<file path="src/design/software_timer_bank_macros.svh">
// assertion helpers for the timer bank sequencer
// each use expects clk and arst_n in scope
`ifndef SOFTWARE_TIMER_BANK_MACROS_SVH
`define SOFTWARE_TIMER_BANK_MACROS_SVH

// same-cycle implication
`define STB_ASSERT_IMP(label, ante, cons, msg) \
	label: assert property (@(posedge clk) disable iff (!arst_n) (ante) |-> (cons)) \
		else $error(msg);

// next-cycle implication
`define STB_ASSERT_NXT(label, ante, cons, msg) \
	label: assert property (@(posedge clk) disable iff (!arst_n) (ante) |=> (cons)) \
		else $error(msg);

`endif

</file>
<file path="src/design/stb_pkg.sv">
package stb_pkg;

	localparam logic [2:0] CMD_TICK       = 3'd0;
	localparam logic [2:0] CMD_REGISTER   = 3'd1;
	localparam logic [2:0] CMD_UNREGISTER = 3'd2;
	localparam logic [2:0] CMD_START      = 3'd3;
	localparam logic [2:0] CMD_STOP       = 3'd4;
	localparam logic [2:0] CMD_SET_TIME   = 3'd5;
	localparam logic [2:0] CMD_RESTART    = 3'd6;

	localparam logic [1:0] STATUS_OK        = 2'd0;
	localparam logic [1:0] STATUS_NOT_FOUND = 2'd1;
	localparam logic [1:0] STATUS_FULL      = 2'd2;

	// dividend is 2*d + tb, divisor is 2*tb
	localparam int DIV_NUM_W = 34;
	localparam int DIV_DEN_W = 33;

	typedef enum logic [2:0] {
		ST_IDLE,
		ST_DIV,
		ST_RD,
		ST_EVAL,
		ST_DONE
	} seq_state_t;

	typedef struct packed {
		logic                 start;
		logic [DIV_NUM_W-1:0] num;
		logic [DIV_DEN_W-1:0] den;
	} div_req_t;

	typedef struct packed {
		logic        done;
		logic [31:0] quo;
	} div_rsp_t;

	typedef struct packed {
		logic        valid;
		logic [1:0]  status;
		logic [31:0] new_handle;
		logic        fired;
		logic [31:0] fired_handle;
	} result_t;

	typedef struct packed {
		logic [31:0] handle;
		logic [31:0] count;
		logic [31:0] reload;
		logic        periodic;
	} slot_t;

endpackage

</file>
<file path="src/design/stb_div.sv">
module stb_div (
	input  logic              clk,
	input  logic              arst_n,
	input  stb_pkg::div_req_t req,
	output stb_pkg::div_rsp_t rsp
);

	localparam int NW = stb_pkg::DIV_NUM_W;
	localparam int DW = stb_pkg::DIV_DEN_W;
	localparam int CW = $clog2(NW);

	logic          busy_q;
	logic          done_q;
	logic [CW-1:0] cnt_q;
	logic [DW-1:0] rem_q;
	logic [NW-1:0] quo_q;
	logic [DW-1:0] den_q;

	logic [DW:0] trial;
	logic [DW:0] diff;
	logic        ge;

	// one restoring step per cycle, msb first
	assign trial = {rem_q, quo_q[NW-1]};
	assign ge    = trial >= {1'b0, den_q};
	assign diff  = trial - {1'b0, den_q};

	always_ff @(posedge clk or negedge arst_n) begin
		if (!arst_n) begin
			busy_q <= 1'b0;
			done_q <= 1'b0;
			cnt_q  <= '0;
		end else begin
			done_q <= 1'b0;
			if (req.start) begin
				busy_q <= 1'b1;
				cnt_q  <= '0;
			end else if (busy_q) begin
				cnt_q <= cnt_q + CW'(1);
				if (cnt_q == CW'(NW - 1)) begin
					busy_q <= 1'b0;
					done_q <= 1'b1;
				end
			end
		end
	end

	always_ff @(posedge clk) begin
		if (req.start) begin
			rem_q <= '0;
			quo_q <= req.num;
			den_q <= req.den;
		end else if (busy_q) begin
			rem_q <= ge ? diff[DW-1:0] : trial[DW-1:0];
			quo_q <= {quo_q[NW-2:0], ge};
		end
	end

	assign rsp.done = done_q;
	assign rsp.quo  = quo_q[31:0];

endmodule

</file>
<file path="src/design/stb_seq.sv">
`include "software_timer_bank_macros.svh"

module stb_seq #(
	parameter int SLOTS = 16
) (
	input  logic              clk,
	input  logic              arst_n,
	input  logic              in_valid,
	output logic              in_stall,
	input  logic [2:0]        cmd,
	input  logic [31:0]       handle,
	input  logic [31:0]       delay_us,
	input  logic              periodic,
	input  logic [31:0]       timebase,
	output stb_pkg::result_t  res,
	input  logic              res_take,
	output stb_pkg::div_req_t div_req,
	input  stb_pkg::div_rsp_t div_rsp
);

	localparam int IW = (SLOTS > 1) ? $clog2(SLOTS) : 1;
	localparam logic [31:0] HANDLE_BASE = 32'h0000_EEDF;
	localparam logic [31:0] SAT_MIN     = 32'h8000_0000;

	stb_pkg::seq_state_t state_q, state_d;

	logic [2:0]       cmd_q;
	logic [31:0]      handle_q;
	logic             periodic_q;
	logic [IW-1:0]    idx_q;
	logic [31:0]      count_q;
	logic [31:0]      hcnt_q;
	logic [1:0]       status_q;
	logic [31:0]      nh_q;
	logic             fired_q;
	logic [31:0]      fh_q;
	logic [SLOTS-1:0] in_use_q;
	logic [SLOTS-1:0] run_q;

	stb_pkg::slot_t mem [SLOTS];
	stb_pkg::slot_t rd_q;

	logic           accept;
	logic           need_div;
	logic           last;
	logic           occ;
	logic           match;
	logic [31:0]    dec;
	logic [31:0]    nh_next;
	logic [31:0]    d_eff;

	logic           mem_we;
	stb_pkg::slot_t mem_wdata;
	logic           finish;
	logic [1:0]     new_status;
	logic           use_set;
	logic           use_clr;
	logic           run_set;
	logic           run_clr;
	logic           fire;
	logic           take_handle;

	assign accept   = in_valid && (state_q == stb_pkg::ST_IDLE);
	assign need_div = (cmd == stb_pkg::CMD_REGISTER) || (cmd == stb_pkg::CMD_SET_TIME);
	assign last     = idx_q == IW'(SLOTS - 1);
	assign occ      = in_use_q[idx_q];
	assign match    = occ && (rd_q.handle == handle_q);
	assign dec      = (rd_q.count == SAT_MIN) ? rd_q.count : rd_q.count - 32'd1;
	assign nh_next  = HANDLE_BASE + hcnt_q + 32'd1;
	assign d_eff    = (delay_us < timebase) ? timebase : delay_us;

	// next state
	always_comb begin
		state_d = state_q;
		unique case (state_q)
			stb_pkg::ST_IDLE: begin
				if (in_valid) begin
					if (need_div)
						state_d = stb_pkg::ST_DIV;
					else if (cmd <= stb_pkg::CMD_RESTART)
						state_d = stb_pkg::ST_RD;
					else
						state_d = stb_pkg::ST_DONE;
				end
			end
			stb_pkg::ST_DIV: begin
				if (div_rsp.done)
					state_d = stb_pkg::ST_RD;
			end
			stb_pkg::ST_RD:   state_d = stb_pkg::ST_EVAL;
			stb_pkg::ST_EVAL: state_d = finish ? stb_pkg::ST_DONE : stb_pkg::ST_RD;
			stb_pkg::ST_DONE: begin
				if (res_take)
					state_d = stb_pkg::ST_IDLE;
			end
			default: state_d = stb_pkg::ST_IDLE;
		endcase
	end

	// outputs and per-slot decisions
	always_comb begin
		mem_we      = 1'b0;
		mem_wdata   = rd_q;
		finish      = 1'b0;
		new_status  = stb_pkg::STATUS_OK;
		use_set     = 1'b0;
		use_clr     = 1'b0;
		run_set     = 1'b0;
		run_clr     = 1'b0;
		fire        = 1'b0;
		take_handle = 1'b0;

		in_stall = state_q != stb_pkg::ST_IDLE;

		div_req.start = accept && need_div;
		div_req.num   = {1'b0, d_eff, 1'b0} + {2'b00, timebase};
		div_req.den   = {timebase, 1'b0};

		res.valid        = state_q == stb_pkg::ST_DONE;
		res.status       = status_q;
		res.new_handle   = nh_q;
		res.fired        = fired_q;
		res.fired_handle = fh_q;

		if (state_q == stb_pkg::ST_EVAL) begin
			unique case (cmd_q)
				stb_pkg::CMD_TICK: begin
					finish = last;
					if (occ && run_q[idx_q]) begin
						mem_we          = 1'b1;
						mem_wdata.count = dec;
						// only the lowest expired slot fires per tick
						if (!fired_q && ((dec == 32'd0) || dec[31])) begin
							fire = 1'b1;
							if (rd_q.periodic)
								mem_wdata.count = rd_q.reload;
							else
								run_clr = 1'b1;
						end
					end
				end
				stb_pkg::CMD_REGISTER: begin
					if (!occ) begin
						mem_we             = 1'b1;
						mem_wdata.handle   = nh_next;
						mem_wdata.count    = count_q;
						mem_wdata.reload   = count_q;
						mem_wdata.periodic = periodic_q;
						use_set            = 1'b1;
						run_clr            = 1'b1;
						take_handle        = 1'b1;
						finish             = 1'b1;
					end else if (last) begin
						finish     = 1'b1;
						new_status = stb_pkg::STATUS_FULL;
					end
				end
				stb_pkg::CMD_UNREGISTER, stb_pkg::CMD_START, stb_pkg::CMD_STOP,
				stb_pkg::CMD_SET_TIME, stb_pkg::CMD_RESTART: begin
					if (match) begin
						finish = 1'b1;
						unique case (cmd_q)
							stb_pkg::CMD_UNREGISTER: begin
								use_clr = 1'b1;
								run_clr = 1'b1;
							end
							stb_pkg::CMD_START, stb_pkg::CMD_RESTART: begin
								mem_we          = 1'b1;
								mem_wdata.count = rd_q.reload;
								run_set         = 1'b1;
							end
							stb_pkg::CMD_STOP: run_clr = 1'b1;
							default: begin
								mem_we           = 1'b1;
								mem_wdata.count  = count_q;
								mem_wdata.reload = count_q;
								run_clr          = 1'b1;
							end
						endcase
					end else if (last) begin
						finish     = 1'b1;
						new_status = stb_pkg::STATUS_NOT_FOUND;
					end
				end
				default: finish = 1'b1;
			endcase
		end
	end

	always_ff @(posedge clk or negedge arst_n) begin
		if (!arst_n) begin
			state_q  <= stb_pkg::ST_IDLE;
			in_use_q <= '0;
			run_q    <= '0;
			hcnt_q   <= '0;
		end else begin
			state_q <= state_d;
			if (use_set)
				in_use_q[idx_q] <= 1'b1;
			else if (use_clr)
				in_use_q[idx_q] <= 1'b0;
			if (run_set)
				run_q[idx_q] <= 1'b1;
			else if (run_clr)
				run_q[idx_q] <= 1'b0;
			if (take_handle)
				hcnt_q <= hcnt_q + 32'd1;
		end
	end

	always_ff @(posedge clk) begin
		if (accept) begin
			cmd_q      <= cmd;
			handle_q   <= handle;
			periodic_q <= periodic;
			idx_q      <= '0;
			status_q   <= stb_pkg::STATUS_OK;
			nh_q       <= '0;
			fired_q    <= 1'b0;
			fh_q       <= '0;
		end else begin
			if (state_q == stb_pkg::ST_DIV && div_rsp.done)
				count_q <= div_rsp.quo;
			if (state_q == stb_pkg::ST_EVAL) begin
				if (finish)
					status_q <= new_status;
				else
					idx_q <= idx_q + IW'(1);
			end
			if (fire) begin
				fired_q <= 1'b1;
				fh_q    <= rd_q.handle;
			end
			if (take_handle)
				nh_q <= nh_next;
		end
	end

	// slot memory, registered read
	always_ff @(posedge clk) begin
		if (mem_we)
			mem[idx_q] <= mem_wdata;
		rd_q <= mem[idx_q];
	end

	`STB_ASSERT_IMP(a_div_done_in_div, div_rsp.done, state_q == stb_pkg::ST_DIV, "divider result outside divide state")
	`STB_ASSERT_IMP(a_full_means_all_used, (state_q == stb_pkg::ST_DONE) && (status_q == stb_pkg::STATUS_FULL), &in_use_q, "full status with a free slot")
	`STB_ASSERT_IMP(a_fire_on_tick, (state_q == stb_pkg::ST_DONE) && fired_q, cmd_q == stb_pkg::CMD_TICK, "fired on a non-tick command")
	`STB_ASSERT_NXT(a_take_to_idle, (state_q == stb_pkg::ST_DONE) && res_take, state_q == stb_pkg::ST_IDLE, "sequencer did not return to idle")

endmodule

</file>
<file path="src/design/software_timer_bank.sv">
// bank of SLOTS software timers addressed by handle
// input channel: in_valid/in_stall carries cmd, handle, delay_us, periodic; a
// transaction happens when in_valid is high and in_stall is low
// output channel: out_valid/out_stall carries status, new_handle, fired,
// fired_handle; exactly one result per input transaction, in order
// config channel: cfg_valid/cfg_ready writes timebase_us (values below 10 read
// as 10); cfg_ready is always high, write only while the bank is idle
// operation: the sequencer walks the slot memory one slot at a time, reading a slot
// (ST_RD) and then evaluating it (ST_EVAL); a tick visits every slot; handle commands
// stop at the matching slot; register and set_time first run a serial divider, one
// quotient bit per cycle
// one item is worked at a time: in_stall is high from acceptance until its
// result moves into the output register
// the output register holds a result while out_stall is high, and the next
// item may be accepted meanwhile; its result waits until the register frees
// reset clears all slot valid and running bits, the handle counter and the
// output valid, and sets timebase_us to 1000
module software_timer_bank #(
	parameter int SLOTS = 16
) (
	input  logic        clk,
	input  logic        arst_n,
	input  logic        in_valid,
	output logic        in_stall,
	input  logic [2:0]  cmd,
	input  logic [31:0] handle,
	input  logic [31:0] delay_us,
	input  logic        periodic,
	output logic        out_valid,
	input  logic        out_stall,
	output logic [1:0]  status,
	output logic [31:0] new_handle,
	output logic        fired,
	output logic [31:0] fired_handle,
	input  logic        cfg_valid,
	output logic        cfg_ready,
	input  logic [31:0] cfg_data
);

	localparam logic [31:0] TIMEBASE_MIN = 32'd10;
	localparam logic [31:0] TIMEBASE_RST = 32'd1000;

	logic [31:0]       timebase_q;
	logic              out_valid_q;
	logic              res_take;
	stb_pkg::result_t  res;
	stb_pkg::div_req_t div_req;
	stb_pkg::div_rsp_t div_rsp;

	assign cfg_ready = 1'b1;

	always_ff @(posedge clk or negedge arst_n) begin
		if (!arst_n)
			timebase_q <= TIMEBASE_RST;
		else if (cfg_valid && cfg_ready)
			timebase_q <= (cfg_data < TIMEBASE_MIN) ? TIMEBASE_MIN : cfg_data;
	end

	stb_div u_div (
		.clk    (clk),
		.arst_n (arst_n),
		.req    (div_req),
		.rsp    (div_rsp)
	);

	stb_seq #(
		.SLOTS (SLOTS)
	) u_seq (
		.clk      (clk),
		.arst_n   (arst_n),
		.in_valid (in_valid),
		.in_stall (in_stall),
		.cmd      (cmd),
		.handle   (handle),
		.delay_us (delay_us),
		.periodic (periodic),
		.timebase (timebase_q),
		.res      (res),
		.res_take (res_take),
		.div_req  (div_req),
		.div_rsp  (div_rsp)
	);

	assign res_take = res.valid && (!out_valid_q || !out_stall);

	always_ff @(posedge clk or negedge arst_n) begin
		if (!arst_n)
			out_valid_q <= 1'b0;
		else if (res_take)
			out_valid_q <= 1'b1;
		else if (!out_stall)
			out_valid_q <= 1'b0;
	end

	always_ff @(posedge clk) begin
		if (res_take) begin
			status       <= res.status;
			new_handle   <= res.new_handle;
			fired        <= res.fired;
			fired_handle <= res.fired_handle;
		end
	end

	assign out_valid = out_valid_q;

endmodule

</file>
<file path="config.mk">
export PLATFORM = sky130hd
export DESIGN_NAME = software_timer_bank
export DESIGN_NICKNAME = d
export VERILOG_FILES = /design/src/design/stb_pkg.sv /design/src/design/stb_div.sv /design/src/design/stb_seq.sv /design/src/design/software_timer_bank.sv
export VERILOG_INCLUDE_DIRS = /design/src /design/src/design
export SDC_FILE = /design/constraint.sdc
export NUM_CORES = 2
export LEC_CHECK = 0
export BUFFER_PORTS_ARGS = -buffer_cell sky130_fd_sc_hd__buf_2
export CAP_MARGIN = 25
export CORE_UTILIZATION = 30
export DETAILED_ROUTE_END_ITERATION = 7
export GPL_ROUTABILITY_DRIVEN = 0
export SETUP_SLACK_MARGIN = 0.1
export SYNTH_ARGS = -nofsm -noshare
export SYNTH_HDL_FRONTEND = slang
export SYNTH_SLANG_ARGS = --single-unit
</file>
<file path="constraint.sdc">
create_clock -name clk -period 8.67 [get_ports clk]
set_clock_uncertainty 0.15 [all_clocks]
set_input_delay 0.867 -clock clk [delete_from_list [all_inputs] [get_ports clk]]
set_output_delay 0.867 -clock clk [all_outputs]
set_load 0.03 [all_outputs]
</file>
==> load_flow_metrics.sql <==
INSERT INTO impl_metrics (metric_group, metric, value, unit) VALUES
('setup_path', 'worst-endpoint-arrival', '6.90', 'ns'),
('finish', 'syn2layout_area_growth', '15.06', '%'),
('synthesis', 'post-synth-top-area-fraction', '61.87', '%'),
('synthesis', 'synth_area_leaders', 'sky130_fd_sc_hd__edfxtp_1 62%, sky130_fd_sc_hd__mux4_2 13%, sky130_fd_sc_hd__dfxtp_1 4.7%, sky130_fd_sc_hd__dfrtp_1 3.0%, sky130_fd_sc_hd__o21ai_0 1.7%', ''),
('setup_path', 'startpoint_type', 'flip-flop', ''),
('power_and_ir_drop', 'peakVddDrop', '0.2297', 'mV'),
('synthesis', 'synth_ff_type', 'sky130_fd_sc_hd__edfxtp_1', ''),
('clock_network', 'root_buffer', 'sky130_fd_sc_hd__clkbuf_16', ''),
('finish', 'drive_above_1_share', '23.09', '%'),
('power_and_ir_drop', 'power_frac_seq', '45.6', '%'),
('clock_network', 'worst_skew_pair.late_latency', '0.90', 'ns'),
('synthesis', 'synth.yosys.seq_area_share', '69.79', '%'),
('sta', 'finalSetupTns', '0', 'ns'),
('grt', 'grt_antenna_before_repair', '12', ''),
('setup_path', 'cp_data_required_time', '9.09', 'ns'),
('floorplanning', 'fp.dieW', '534.5', 'um'),
('setup_path', 'setup_slack_of_the_worst_register_to_register_path', '2.20', 'ns'),
('synthesis', 'yosysWarningCount', '0', ''),
('grt', 'overall_global_routing_resource_usage', '14.76', '%'),
('setup_path', 'worst_setup_path_end_kind', 'flip-flop', ''),
('hold_path', 'whs_path_depth', '1', ''),
('drt', 'dr_total_vias', '47380', ''),
('synthesis', 'synth-edff-count', '1753', ''),
('setup_path', 'critical_path.reg2reg.startpoint', 'timebase_q[9]', ''),
('clock_network', 'cts.sinks', '2062', ''),
('drt', 'first_iter_violations', '4857', ''),
('synthesis', 'netlist.top_cell.by_area', 'sky130_fd_sc_hd__edfxtp_1', ''),
('setup_path', 'rr_endpoint', 'u_div.quo_q[31]', ''),
('finish', 'fin_nets', '5499', ''),
('power_and_ir_drop', 'power.switching', '8995', 'uW'),
('floorplanning', 'starting_density_of_the_core', '30.17', '%'),
('hold_path', 'hold-path-endpoint', 'u_seq.periodic_q', ''),
('sta', 'hold_violations', '0', ''),
('power_and_ir_drop', 'sw_frac_of_total', '30.01', '%'),
('sta', 'fmax', '154.5', 'MHz'),
('clock_network', 'cts_resized', '0', ''),
('finish', 'nFillCells', '26690', ''),
('synthesis', 'synth_nets', '5246', ''),
('drt', 'drt_pass1_iterations', '6', ''),
('sta', 'setup_viol_count_final', '0', ''),
('clock_network', 'max-clock-path-buffers', '4', ''),
('sta', 'final.min_clock_period', '6.471', 'ns'),
('outcome', 'run_status', 'completed', ''),
('sta', 'rsz0062_at_grt', 'false', ''),
('drt', 'average_detailed_routed_wire_length_per_instance', '23.41', 'um'),
('drt', 'routed_wl', '215.5', 'mm'),
('power_and_ir_drop', 'cell_internal_pwr', '20980', 'uW'),
('floorplanning', 'design.portCount', '175', ''),
('grt', 'global_route_wire_length_before_repair', '317.7', 'mm'),
('clock_network', 'clk_pin_slew', '0.06', 'ns'),
('hold_path', 'hold_start', 'periodic', ''),
('clock_network', 'clock_tree_from_tritoncts', 'built', ''),
('power_and_ir_drop', 'power.total', '29970', 'uW'),
('placed_design', 'dp.final_hpwl', '124.1', 'mm'),
('sta', 'report.final.slew_viol_count', '0', ''),
('synthesis', 'synthCells', '5035', ''),
('synthesis', 'synth_async_sr_flop_share', '5.238', '%'),
('floorplanning', 'core_region_area', '282000', 'sq um'),
('finish', 'final_area', '97890', 'sq um'),
('placed_design', 'portBuffers', '173', ''),
('power_and_ir_drop', 'clock_share_of_power', '29.9', '%'),
('setup_path', 'worstRegToRegCells', '25', ''),
('floorplanning', 'die_h', '534.5', 'um'),
('hold_path', 'hold_crit_path_type', 'in2reg', ''),
('synthesis', 'netlist-cell-type-count', '86', ''),
('synthesis', 'cell_area_synth', '85080', 'sq um'),
('floorplanning', 'fp.dieArea', '285700', 'sq um'),
('drt', 'drc_errors', '0', ''),
('clock_network', 'cts_buffers', '204', ''),
('grt', 'first_global_vias', '47450', ''),
('setup_path', 'worst-setup-path-type', 'reg2reg', '');
## Yosys cell counts, drive strengths merged (41+ instances only)
| cell | number |
|---|---|
| dfxtp | 201 |
| a21oi | 256 |
| dfrtp | 102 |
| mux2 | 54 |
| nand2 | 263 |
| nand3 | 41 |
| edfxtp | 1753 |
| o21ai | 313 |
| buf | 70 |
| nor3 | 70 |
| inv | 146 |
| mux4 | 495 |
| xor2 | 41 |
| clkbuf | 219 |
| xnor2 | 104 |
| ha | 104 |
| mux2i | 67 |
| nand4 | 41 |
| nor2 | 251 |
## stage by stage
stage / cells / setup WS (ns) / hold WS, ns
4_1_cts: 9168 / 2.200 / 0.02023
6_report: 9207 / 2.199 / 0.06419
3_5_place_dp: 8792 / 1.709 / 0.2604
2_1_floorplan: 5035 / 1.029 / 0.2530
3_3_place_gp: 8781 / 1.661 / 0.2596
5_1_grt: 9206 / 1.853 / 0.03988
## sequential cells by signal, indices dropped and copies added (netlist names), 4 cells and up, named ones only
signal and cells:
u_div.rem_q 33, u_seq.hcnt_q 32, u_seq.idx_q 4, u_div.den_q 32, u_seq.fh_q 32, u_seq.mem 1552, u_div.cnt_q 6, u_seq.count_q 32
u_seq.rd_q 97, timebase_q 32, new_handle 32, u_seq.nh_q 32, fired_handle 32, u_seq.handle_q 32, u_div.quo_q 34
## placed cells by master (no fill, tap or decap), types with 37 or more instances in the layout
cell type	n
sky130_fd_sc_hd__a21o_1	37
sky130_fd_sc_hd__a21oi_1	253
sky130_fd_sc_hd__buf_2	172
sky130_fd_sc_hd__buf_4	150
sky130_fd_sc_hd__clkbuf_1	49
sky130_fd_sc_hd__clkbuf_16	209
sky130_fd_sc_hd__dfrtp_1	101
sky130_fd_sc_hd__dfxtp_1	197
sky130_fd_sc_hd__edfxtp_1	1753
sky130_fd_sc_hd__ha_1	104
sky130_fd_sc_hd__inv_1	144
sky130_fd_sc_hd__mux2_2	48
sky130_fd_sc_hd__mux2i_1	67
sky130_fd_sc_hd__mux4_2	495
sky130_fd_sc_hd__nand2_1	261
sky130_fd_sc_hd__nand3_1	41
sky130_fd_sc_hd__nand4_1	41
sky130_fd_sc_hd__nor2_1	231
sky130_fd_sc_hd__nor3_1	67
sky130_fd_sc_hd__o21ai_0	282
sky130_fd_sc_hd__xnor2_1	104
sky130_fd_sc_hd__xor2_1	41
## kinds of logic (layout without fill, tap and decap cells)
kind of cell               Yosys count  count (layout)  share of synthesized area, %
adders and majority gates          106             106                         1.577
other                                1               8                      0.004408
DFF                               2062            2062                         69.79
buffers and inverters              435             857                         1.984
AOI/OAI and AO/OA                  858             858                         6.119
and+or+nand+nor                    812             812                         4.416
muxes                              616             616                         14.62
xor gates and xnor gates           145             145                         1.493
## power groups by stage
stage                     Combinational (uW)  Sequential [uW]  Clock, uW
final                                   7330            13700       8970
after global routing                    7980            13700       9500
after CTS                               7240            13700       9140
after detailed placement                7210            13900          0
after global placement                  6980            13900          0
after floorplan                         5270            13300          0
## worst max-delay path by stage
stage,from,to
2_1_floorplan,u_seq.idx_q[0],u_seq.mem[15][0]
3_3_place_gp,delay_us[17],u_div.quo_q[31]
3_5_place_dp,delay_us[17],u_div.quo_q[31]
4_1_cts,timebase_q[9],u_div.quo_q[31]
5_1_grt,timebase_q[17],u_div.quo_q[31]
6_report,timebase_q[9],u_div.quo_q[31]
## metal layers
layer	GRT usage (%)	up-vias	routed length [um]
met5	0	-	0
met4	3.848	0	4858
met3	2.416	332	14270
met2	24.05	1790	102400
met1	20.43	24750	94020
li1	-	20510	-
## critical path, cell delays in order, from the launching register on
cell and delay (ns):
sky130_fd_sc_hd__dfstp_2 0.56, sky130_fd_sc_hd__inv_1 0.06, sky130_fd_sc_hd__ha_1 0.29, sky130_fd_sc_hd__a21o_1 0.16, sky130_fd_sc_hd__a21o_1 0.16, sky130_fd_sc_hd__a21oi_1 0.19
sky130_fd_sc_hd__o21ai_0 0.11, sky130_fd_sc_hd__a21oi_1 0.13, sky130_fd_sc_hd__nand2_1 0.14, sky130_fd_sc_hd__a221oi_4 0.28, sky130_fd_sc_hd__buf_4 0.43, sky130_fd_sc_hd__mux2_2 0.40
sky130_fd_sc_hd__ha_1 0.20, sky130_fd_sc_hd__inv_1 0.07, sky130_fd_sc_hd__fa_1 0.21, sky130_fd_sc_hd__nor2b_1 0.08, sky130_fd_sc_hd__o31a_1 0.27, sky130_fd_sc_hd__a2bb2oi_1 0.18
sky130_fd_sc_hd__a21oi_1 0.35, sky130_fd_sc_hd__o31ai_1 0.22, sky130_fd_sc_hd__a311o_1 0.46, sky130_fd_sc_hd__a2111oi_0 0.48, sky130_fd_sc_hd__o21bai_1 0.17, sky130_fd_sc_hd__a21oi_1 0.21
sky130_fd_sc_hd__xor2_1 0.16, sky130_fd_sc_hd__o21ai_0 0.09
## timing repair
item	4_1_cts	5_1_grt
setup buffers	0	0
hold endpoints to repair	31	0
hold buffers	1	0
## layout make-up
class                           instances  area, sq um  area share (%)
Antenna cell                            7        17.52         0.01789
Clock buffer                          281         5731           5.854
Clock inverter                         94         1030           1.052
Inverter                              146        550.5          0.5624
Multi-Input combinational cell       2538        24240           24.76
Sequential cell                      2062        59390           60.67
Tap cell                             3743         4683           4.784
Timing Repair Buffer                  336         2245           2.293
Note: power is estimated with default switching activity, not from simulation.
